--- src/design/spectral_peak_frequency_picker_defines.svh ---
// Assertion macros for the spectral peak picker.
`ifndef SPECTRAL_PEAK_FREQUENCY_PICKER_DEFINES_SVH
`define SPECTRAL_PEAK_FREQUENCY_PICKER_DEFINES_SVH

`ifndef SYNTHESIS
`define SPFP_ASSERT_IMP(lbl, clk, rst_n, ante, cons) \
  lbl: assert property (@(posedge clk) disable iff (!rst_n) (ante) |-> (cons)) \
    else $error("spfp: assertion failed");
`define SPFP_ASSERT_NXT(lbl, clk, rst_n, ante, cons) \
  lbl: assert property (@(posedge clk) disable iff (!rst_n) (ante) |=> (cons)) \
    else $error("spfp: assertion failed");
`else
`define SPFP_ASSERT_IMP(lbl, clk, rst_n, ante, cons)
`define SPFP_ASSERT_NXT(lbl, clk, rst_n, ante, cons)
`endif

`endif

--- src/design/spfp_pkg.sv ---
package spfp_pkg;

  localparam int BIN_W      = 9;
  localparam int RANK_W     = 5;
  localparam int FREQ_W     = 17;
  localparam int FL_W       = 4;
  localparam int NF_CFG_W   = 6;
  localparam int SR_W       = 18;
  localparam int CFG_IDX_W  = 2;
  localparam int CFG_DATA_W = 18;
  localparam int NBINS_W    = 10;

  localparam int MAX_BINS_DEF     = 512;
  localparam int MAX_FEATURES_DEF = 32;
  localparam int MAG_WIDTH_DEF    = 32;

  localparam logic [CFG_IDX_W-1:0] CFG_FRAME_LOG2   = 2'd0;
  localparam logic [CFG_IDX_W-1:0] CFG_NUM_FEATURES = 2'd1;
  localparam logic [CFG_IDX_W-1:0] CFG_SAMPLE_RATE  = 2'd2;

  localparam logic [FL_W-1:0]     FRAME_LOG2_RST   = 4'd9;
  localparam logic [NF_CFG_W-1:0] NUM_FEATURES_RST = 6'd3;
  localparam logic [SR_W-1:0]     SAMPLE_RATE_RST  = 18'd16000;

  localparam logic [FL_W-1:0] FL_MIN = 4'd2;
  localparam logic [FL_W-1:0] FL_MAX = 4'd10;

  typedef enum logic {
    ST_RUN,
    ST_EMIT
  } spfp_state_t;

  // control broadcast to every cell of the list
  typedef struct packed {
    logic insert;
    logic shift;
    logic clear;
  } spfp_ctl_t;

endpackage

--- src/design/spfp_cell.sv ---
module spfp_cell import spfp_pkg::*; #(
  parameter int MAG_W = MAG_WIDTH_DEF
) (
  input  logic             clk,
  input  logic             rst_n,
  input  spfp_ctl_t        ctl,
  input  logic [MAG_W-1:0] new_mag,
  input  logic [BIN_W-1:0] new_bin,
  input  logic             left_valid,
  input  logic [MAG_W-1:0] left_mag,
  input  logic [BIN_W-1:0] left_bin,
  input  logic             left_take,
  input  logic             right_valid,
  input  logic [MAG_W-1:0] right_mag,
  input  logic [BIN_W-1:0] right_bin,
  output logic             valid,
  output logic [MAG_W-1:0] mag,
  output logic [BIN_W-1:0] bin,
  output logic             take
);

  logic             valid_r;
  logic [MAG_W-1:0] mag_r;
  logic [BIN_W-1:0] bin_r;

  // new word belongs at or above this slot; ties stay behind the older entry
  assign take  = !valid_r || (mag_r < new_mag);
  assign valid = valid_r;
  assign mag   = mag_r;
  assign bin   = bin_r;

  always_ff @(posedge clk) begin
    if (!rst_n) begin
      valid_r <= 1'b0;
    end else if (ctl.clear) begin
      valid_r <= 1'b0;
    end else if (ctl.shift) begin
      valid_r <= right_valid;
    end else if (ctl.insert) begin
      if (left_take) begin
        valid_r <= left_valid;
      end else if (take) begin
        valid_r <= 1'b1;
      end
    end
  end

  always_ff @(posedge clk) begin
    if (ctl.shift) begin
      mag_r <= right_mag;
      bin_r <= right_bin;
    end else if (ctl.insert) begin
      if (left_take) begin
        mag_r <= left_mag;
        bin_r <= left_bin;
      end else if (take) begin
        mag_r <= new_mag;
        bin_r <= new_bin;
      end
    end
  end

endmodule

--- config.mk ---
export PLATFORM = sky130hd
export DESIGN_NAME = spfp_cell
export DESIGN_NICKNAME = d
export VERILOG_FILES = /design/src/design/spectral_peak_frequency_picker_defines.svh /design/src/design/spfp_pkg.sv /design/src/design/spfp_cell.sv
export SDC_FILE = /design/constraint.sdc
export NUM_CORES = 1
export LEC_CHECK = 0
export ABC_AREA = 1
export BUFFER_PORTS_ARGS = -buffer_cell sky130_fd_sc_hd__buf_2
export CORE_AREA = 5 5 105 107
export CTS_CLUSTER_SIZE = 12
export DETAILED_ROUTE_END_ITERATION = 10
export DIE_AREA = 0 0 110 112
export SLEW_MARGIN = 20
export SYNTH_ARGS = -nofsm -noshare
export SYNTH_HDL_FRONTEND = slang
export SYNTH_SLANG_ARGS = --single-unit
--- constraint.sdc ---
create_clock -name clk -period 3.2 [get_ports clk]
set_clock_uncertainty 0.15 [all_clocks]
set_input_delay 0.64 -clock clk [delete_from_list [all_inputs] [get_ports clk]]
set_output_delay 0.64 -clock clk [all_outputs]
set_load 0.05 [all_outputs]
-- Yosys cells after proc, flatten, opt, wreduce, memory -nomap -nowiden
Index checks and enable logic that the tools add are counted.
- register bits after elaboration: 42
- output and inout bits: 43
- input port bits: 131
- $lt $le $gt $ge: 1
- mux-type cells: 12
- reduce and logical (&&, ||, !) cells: 6
- bitwise logic cells: 1
- operators by type and width (kind ; number):
    two-way mux 32 bit ; 4
    two-way mux 9 bit ; 4
    < comparator 32 bit ; 1
    two-way mux 1 bit ; 4
    nonzero test 3 bit ; 1
    AND reduction 2 bit ; 1
    nonzero test 2 bit ; 1
    OR reduction 2 bit ; 1
    zero test 1 bit ; 1
    logical OR 1 bit ; 1
    NOT 1 bit ; 1

-- Logic depth before layout (Yosys ltp)
Gate-level depths: netlist of the first run.
- depth in word-level cells: 6
- mapped depth: 16
- depth with buffers taken out: 16

-- Worst setup path before layout of the first run
OpenSTA, ideal clock, no wires.
- kind: register -> register
- from: reg mag_r[15], in the netlist mag[15]
- to: reg bin_r[0], in the netlist bin[0], enable pin
- cell stages (with the launch flop): 13
- arrival time: 2.418 ns
- path buffers: 0
- clock period less this slack: 2.963 ns
- slack: 0.237 ns
- path through: edfxtp_1 ha_1 nand2_1 inv_1 nand3_1 inv_1 a21oi_2 nand2_1 nand2_1 nand2_2 nand3_2 nand2_1 inv_1
- longest elaborated chain between the ends: 4
- ends and longest elaborated chain (item ; line ; source):
    from (decl) ; spfp_cell.sv:23 ; logic [MAG_W-1:0] mag_r;
    from (signal assigned) ; spfp_cell.sv:50 ; mag_r <= right_mag;
    from (signal assigned) ; spfp_cell.sv:54 ; mag_r <= left_mag;
    from (signal assigned) ; spfp_cell.sv:57 ; mag_r <= new_mag;
    < comparator 32 bit ; spfp_cell.sv:27 ; assign take = !valid_r || (mag_r < new_mag);
    logical OR 1 bit ; spfp_cell.sv:27 ;
    nonzero test 3 bit (no line) ; n/a ;
    AND reduction 2 bit (no line) ; n/a ;
    to (signal assigned) ; spfp_cell.sv:51 ; bin_r <= right_bin;
    to (signal assigned) ; spfp_cell.sv:55 ; bin_r <= left_bin;
    to (signal assigned) ; spfp_cell.sv:58 ; bin_r <= new_bin;
    to (decl) ; spfp_cell.sv:24 ; logic [BIN_W-1:0] bin_r;
No other way between the ends.
A chain may end at the register's enable or synchronous reset.

-- Final worst setup path of the first run
- from: in new_mag[5]
- to: out take
- longest elaborated chain between the ends: 2
- ends and longest elaborated chain (item ; line ; source):
    from (decl) ; spfp_cell.sv:7 ; input logic [MAG_W-1:0] new_mag,
    < comparator 32 bit ; spfp_cell.sv:27 ;
    logical OR 1 bit ; spfp_cell.sv:27 ;
    to (decl) ; spfp_cell.sv:19 ; output logic take
No other way between the ends.

==> results.txt, run 1 <==
- Status: finished, final reports clean
- IR analysis of the VDD net gives a maximum drop of between 150 and 200 uV.
- Among all flip-flop cells after synthesis, the most frequent one is edfxtp_1.
- Routed via count: a little under 3,000
* Biggest area consumer among synthesized cells: edfxtp_1
- Final wirelength: 9180 um
- Final-report hold violation count: 0
- Of the total synthesized cell area, the portion taken by XOR and XNOR cells is 0.
- Number of diodes: 0
* Register bit count reported by yosys: 42
- In this run, the number of DRC markers left after iteration 0 of detailed routing was 70.
- For the final routed database, the setup TNS stands at 0 ns.
- Global route total overflow: 0
- Average instance area after synthesis: between 8 and 9 um2
* Port-buffer cells: roughly 170
- Netlist area before placement: 2930 um2
- Number of buffers and inverters on the critical path: 3
- PwrDens: between 400 and 500 nW/um2
- Met2 wire length: around 4300 um
- Counting flops with a built-in enable in the synthesized netlist gives 41.
- After detailed routing, no signal wire sits above met5.
- Half-perimeter wire length after placement: 7240 um
* Combinational cell fraction of total power: 0.362
- In this run the static leakage power is about 2 nW.
- Most used cell, CP: nand2_1
- Flop pwr share: 0.434
- Setup repair after global routing left no endpoint under its margin.
- From bottom edge to top edge, the die measures around 110 um.
* Critical path's slowest cell: ha_1
- Of the total synthesized cell area, the portion taken by full adders, half adders and majority gates is 0.132.
- Depth of the worst hold-timing path: 4
- Counting every net in the synthesized netlist gives 499.
- STA puts the critical path data arrival time at 2.07 ns.
- The worst setup path is launched from an input port.
* Antenna violations before repair: 1
- Critical path peak fanout: 2
- CTS HTree Levels: 2
- In this run the worst hold path is classified as in -> reg.
- Hold Slack: 0.438 ns
* Critical path type: in -> out
- Die Outline Area: 12,300 um2
- Register clock-pin slew on the reported worst setup and hold paths: about 0.090 ns
- Max-Cap Viols: 0
* Dominant delay contributor by cell family on the critical path: simple AND/OR/NAND/NOR gates
* Final setup margin: between 0.3 and 0.4 ns
* Core region area: ~10,000 um2
* Pin count of the biggest net entering global routing: 44
- For the pin with the worst max-slew slack, the measured transition is 0.502 ns.
- STA classifies the critical path endpoint as an output pin.
- The clock drives between 40 and 50 sinks.
- After detailed routing, the number of remaining DRC violations is 0.
- Time the worst path needs with I/O delays and setup: between 2 and 3 ns
* Number of rows created at floorplan: 37
- Setup violations remaining at the end of the flow were counted as 0.
* Width of the die: 110 um
- By area the synthesized netlist is led by edfxtp_1 (42%), ha_1 (13%), nand2_1 (10%).
- Clock network latency to the later pin of the worst-skew pair: around 0.29 ns
- STA puts the critical path data required time at 2.41 ns.
- Counting buffers and inverters, the worst setup path is 13 cells deep.
- Routed Antenna Nets: 0
* Max-Slew Margin vs Limit: 0.665
- Main combinational cell family by area after synthesis: simple AND/OR/NAND/NOR gates
- Counting distinct cell types in the post-synthesis netlist gives 27.
- Ratio of cells with drive above 1 in the final layout: 0.389
- Before antenna repair, the detailed router went through 4 iterations.
- Wire length on met3: around 760 um
- In the global route stage, overall resource usage came out at 0.150.
* Share of synthesized area spent on multiplexers: 0
* Pre-CTS setup slack: ~0.32 ns
- Tcrit/Tclk final: 0.893
* Total CTS buffers: 5
- The clock passes through at most 2 buffers.
- Hold Buf Count CTS: 0
* Resized cells post-CTS: 0
* Fraction of post-synthesis cell area in the top cell type by area: 0.420
- For the worst flop-to-flop path, the logic depth is 13.
- Walking the worst path, the cells encountered are buf_2 > inv_1 > ha_1 > a21oi_1 > nor2_1 > nor3_2 > nand2_1 > nand2_1 > nand2_1 > nand2_1 > nand2_2 > nand2_1 > buf_2.
- The share of total power dissipated in the clock network is 0.204.
* Proportion of total power due to net switching: 0.375
- Number of primary I/O pins: approximately 170
* Fraction of the yosys area taken by sequential cells: 0.427
- The tree is rooted in a clkbuf_8.
- The number of max-slew violations in the final report was 0.
- Based on the critical path, the design can be clocked at up to 350 MHz.
- TritonCTS built the clock tree.
- Proportion of synthesized flip-flops having asynchronous set or reset: 0
- The via count of the first global-routing pass was about 3,200.
* Global-route wire length before repair: 14,700 um
* Vias/cell: 4.60
* Area growth syn-to-layout: 37.2%
- Counting every instance in the synthesized netlist gives ~340.
* Total setup buffers inserted after CTS: 0
- Area fraction in and, or, nand and nor cells after synthesis: 0.233
* Peak per-stage delay on the critical path: roughly 0.3 ns
- Routability-driven placement finished with a final weighted congestion of about 0.77.
* Met1 wire length: around 4000 um
- Synth Area in Compound Gates: 0.124
- In this run the power spent charging and discharging nets is 0.606 mW.
- At the end of the flow, the number of nets in the layout was roughly 670.
- The initial utilization of the core area, before any placement, comes to 0.292.
* Average wire per cell in the routed design: 14.3 um
- The Yosys step of the flow raised 0 warnings.
- Design internal power: between 1 and 1.5 mW
## worst paths after layout
path / start / endpoint / slack (ns)
setup / recovery: new_mag[5] / take / 0.34
hold / removal: ctl[0] / valid / 0.44
setup reg to reg: mag[5] / mag[16] / 0.84
hold reg to reg: valid / valid / 0.47
## cell type report
class                      count  area, um2
inverter                      44        165
clock buffer                   6       72.6
timing repair buffer         180        918
multi-input combinational    233       1440
tap                          136        170
clock inverter                 2       8.76
sequential                    42       1250
fill                        1064       6020
## Yosys cell counts (2+ instances only)
| cell | count |
|---|---|
| nand3_1 | 52 |
| clkinv_1 | 2 |
| buf_2 | 4 |
| o21ai_0 | 3 |
| buf_1 | 3 |
| o211ai_1 | 32 |
| ha_1 | 31 |
| inv_1 | 42 |
| edfxtp_1 | 41 |
| nand4_1 | 2 |
| nor3_2 | 2 |
| nand3_2 | 2 |
| a21oi_1 | 15 |
| clkbuf_1 | 10 |
| nor2_1 | 6 |
| nand2_1 | 79 |
## cells in the final DEF, fill, tap and decap left out
master    synthesis  routed
a21oi_1          15      15
a21oi_2           1       1
buf_2             4     173
buf_4             0       7
clkbuf_1         10       1
clkbuf_8          0       5
clkinv_1          2       3
clkinv_2          0       1
dfxtp_1           1       1
edfxtp_1         41      41
ha_1             31      31
inv_1            42      41
inv_2             0       1
nand2_1          79      79
nand2_2           1       1
nand3_1          52      52
nand3_2           2       2
nand4_1           2       2
nand4_2           1       1
nor2_1            6       6
nor2_8            1       1
nor3_2            2       2
nor3b_1           1       1
o211ai_1         32      32
o21a_1            1       1
o21ai_0           3       3
o21ai_1           1       1
o22ai_2           1       1
or2_2             1       1
## through the flow
step | total power [mW] | std cells | instance area, um2 | utilization
final | 1.62 | 643 | 4020 | 0.400
after global routing | 1.73 | 643 | 4020 | 0.400
after CTS | 1.65 | 643 | 4020 | 0.400
after detailed placement | 1.31 | 635 | 3940 | 0.392
after global placement | 1.30 | 635 | 3940 | 0.392
after floorplan | 1.11 | 337 | 2930 | -
## logic make-up after synthesis
logic type      after synthesis
simple gates                148
compound gates               54
buf+inv                      62
fa+ha+maj                    31
flops                        42
## worst min-delay path, stage by stage
cell and delay (ns):
buf_2 0.08, nor3b_1 0.04, nand2_1 0.05, inv_1 0.03
## routing by layer
metal  up-vias  global-route usage
li1       1516                   -
met1      1316               0.193
met2       119               0.253
met3         7              0.0377
met4         2              0.0291
met5         -                   0
## state kept, by name (all words and copies together) (netlist names)
| register | cells |
|---|---|
| valid | 1 |
| bin | 9 |
| mag | 32 |
## power groups by stage
stage	sequential [mW]	combinational, mW	clock, mW
2_1_floorplan	0.904	0.203	0
3_3_place_gp	0.714	0.585	0
3_5_place_dp	0.715	0.592	0
4_1_cts	0.703	0.593	0.350
5_1_grt	0.708	0.649	0.373
6_report	0.701	0.585	0.330
(Power assumes the default switching activity.)
==> run 2, diff against run 1 <==
Settings changed: CTS_BUF_LIST from default to sky130_fd_sc_hd__clkbuf_4, GPL_TIMING_DRIVEN from default to 0.
Clock period 3.2 ns to 3.55 ns, I/O delays scaled along.
==> run 2 against run 1 <==
Compared with the run above: clock power down 21%; design area up 0.40%; highest routed layer unchanged; die area unchanged; power down 12%; utilization up 0.16 points; wire length up 1.1%; worst setup slack better by 0.23 ns; non-clock buffer count up 10; first-iteration DRC count up 8.6%; sequential share of layout area down 0.13 points; critical path type unchanged; via count up 1.0%.
==> results.txt, run 2 (synthesis results as in run 1) <==
* CTS HTree Levels: 2
- Residual DRC count: 0
* Combinational cell fraction of total power: 0.372
- By startpoint and endpoint, the worst setup path is classified as in -> out.
* Time the worst path needs with I/O delays and setup: roughly 3.0 ns
- PwrDens: approximately 350 nW/um2
* Pin count of the biggest net entering global routing: 25
- Of the total power, the clock network draws 0.184.
* Aggregate global-route resource usage: 0.150
- Die Outline Area: approximately 12,000 um2
- Antenna violations before repair: 1
- RD Place Congestion: between 0.7 and 0.8
- Number of design-rule violations left by the first detailed-router iteration: 76
- The die is between 100 and 150 um wide.
- IR analysis of the VDD net gives a maximum drop of roughly 120 uV.
- Clock tree from TritonCTS: yes
- Leading cell type in the layout, fill and taps excluded: buf_2
- Prior to clock tree synthesis, the placed netlist has a worst setup slack of roughly 0.53 ns.
- Max-slew violations: 0
- RSZ-0062 raised after global routing: no
- Number of global-route vias before repair: a little over 3,000
* Hold Buf Count CTS: 0
* Final wirelength: 9280 um
- Half-perimeter wire length after placement: between 7000 and 8000 um
- Core region area: around 10,000 um2
- Worst R2R Setup Slack: 1.00 ns
- The repair_antennas step left the layout with diodes totalling 0.
* Number of filler instances in the final layout: roughly 1,100
- Buffers inserted during clock tree synthesis total 5.
* Final-report hold violation count: 0
- The first global-routing pass estimated roughly 15,000 um of wire.
- The detail route stage leaves a number of antenna-violating nets equal to 0.
* Tcrit/Tclk final: 0.839
- First-pass iteration count of the detailed router: 4
* Static leakage: between 2 and 2.5 nW
* Critical path endpoint category: output pin
- Traced cell by cell, the critical path runs through buf_2 > inv_1 > ha_1 > nand4_1 > clkinv_1 > nand2_1 > o211ai_1 > nor2_1 > nand2_2 > nand2_1 > buf_2.
- Among all stages on the critical path, the largest delay is contributed by ha_1.
- Setup violators final: 0
- Detailed routing inserted a total of 2,990 vias.
* Net count reported at finish: ~680
- Number of flip-flops under the largest register name: 32
* Resized cells post-CTS: 0
* Commonest cells after routing, fill and taps aside: buf_2 (175), nand2_1 (79), nand3_1 (52), inv_1 (41), edfxtp_1 (41)
- Hold Slack: around 0.44 ns
- In this run the clock root is driven by a clkbuf_4.
* Average wire per cell in the routed design: 14.2 um
* Ratio of cells with drive above 1 in the final layout: 0.379
* Port-buffer cells: ~170
- During I/O placement, the number of pins put on the boundary was around 170.
- After detailed placement, the total cell area comes to approximately 4000 um2.
* Global route total overflow: 0
- Number of rows created at floorplan: 37
* Fin Setup TNS: 0 ns
- Maximum clock frequency: 336 MHz
* Design internal power: roughly 0.9 mW
* Actual transition at the worst max-transition pin: ~0.54 ns
* Status: finished, final reports clean
- Total setup buffers inserted after CTS: 0
* Number of sinks on the clock net: 42
- Vias/cell: approximately 4.6
- Critical path peak fanout: 3
- The clock reaches the later pin of the worst-skew pair after 0.36 ns.
- Flop pwr share: 0.444
- Max-Slew Margin vs Limit: 0.637
* Max-Cap Viols: 0
* HP Class: in -> reg
- Effective utilization at floorplan: 0.292
- In this design, the stage delay of the slowest critical-path cell is 0.28 ns.
- The worst setup path is launched from an input port.
* Total power consumption of the routed design: approximately 1.4 mW
- The worst path meets setup with 0.570 ns of slack.
- STA puts the critical path data required time at roughly 2.7 ns.
* Proportion of total power due to net switching: 0.382
- At the worst endpoint, the arrival time is between 2 and 2.5 ns.
- Area growth syn-to-layout: 37.7%
- The finished cells cover slightly above 4000 um2.
- Die Ht: 112 um
- In this run the power spent charging and discharging nets is roughly 0.54 mW.
- Counting along the longest clock path gives a buffer depth of 2.
- Register clock-pin slew on the reported worst setup and hold paths: around 0.12 ns
[run 2: final timing paths]
path	start	endpoint	cells after the start
max	new_mag[31]	take	11
min	ctl[0]	valid	4
max reg2reg	mag[5]	mag[17]	13
min reg2reg	valid	valid	4
[run 2: stage by stage]
stage / utilization / std cells
6_report: 0.402 / 653
4_1_cts: 0.402 / 653
5_1_grt: 0.402 / 653
3_3_place_gp: 0.394 / 644
3_5_place_dp: 0.396 / 645
2_1_floorplan: - / 337
[run 2: worst max-delay path: cells and delay by family]
family | cells | cell delay, ns
adders and majority gates | 1 | 0.28
buffers and inverters | 4 | 0.57
and+or+nand+nor | 5 | 0.47
AOI/OAI and AO/OA | 1 | 0.08
[run 2: final cells by class]
| class | instances | area (um2) | share of cell area |
|---|---|---|---|
| buffer | 18 | 80.1 | 0.0198 |
| clock buffer | 8 | 60.1 | 0.0149 |
| timing repair buffer | 172 | 876 | 0.217 |
| tap | 136 | 170 | 0.0421 |
| multi-input combinational | 233 | 1440 | 0.356 |
| sequential | 42 | 1250 | 0.310 |
| inverter | 44 | 165 | 0.0409 |
[run 2: power groups by stage]
stage	Combinational, mW	Clock (mW)	Sequential, mW
floorplan	0.183	0	0.815
global placement	0.528	0	0.643
detailed placement	0.535	0	0.644
CTS	0.538	0.278	0.633
global route	0.588	0.294	0.637
finish	0.528	0.261	0.632
[run 2: metal layers]
| layer | global-route usage | share of wire | vias to the layer above |
|---|---|---|---|
| met5 | 0 | 0.00075 | - |
| met4 | 0.0299 | 0.0082 | 2 |
| met3 | 0.0330 | 0.087 | 6 |
| met2 | 0.246 | 0.45 | 117 |
| met1 | 0.202 | 0.45 | 1330 |
| li1 | - | - | 1535 |
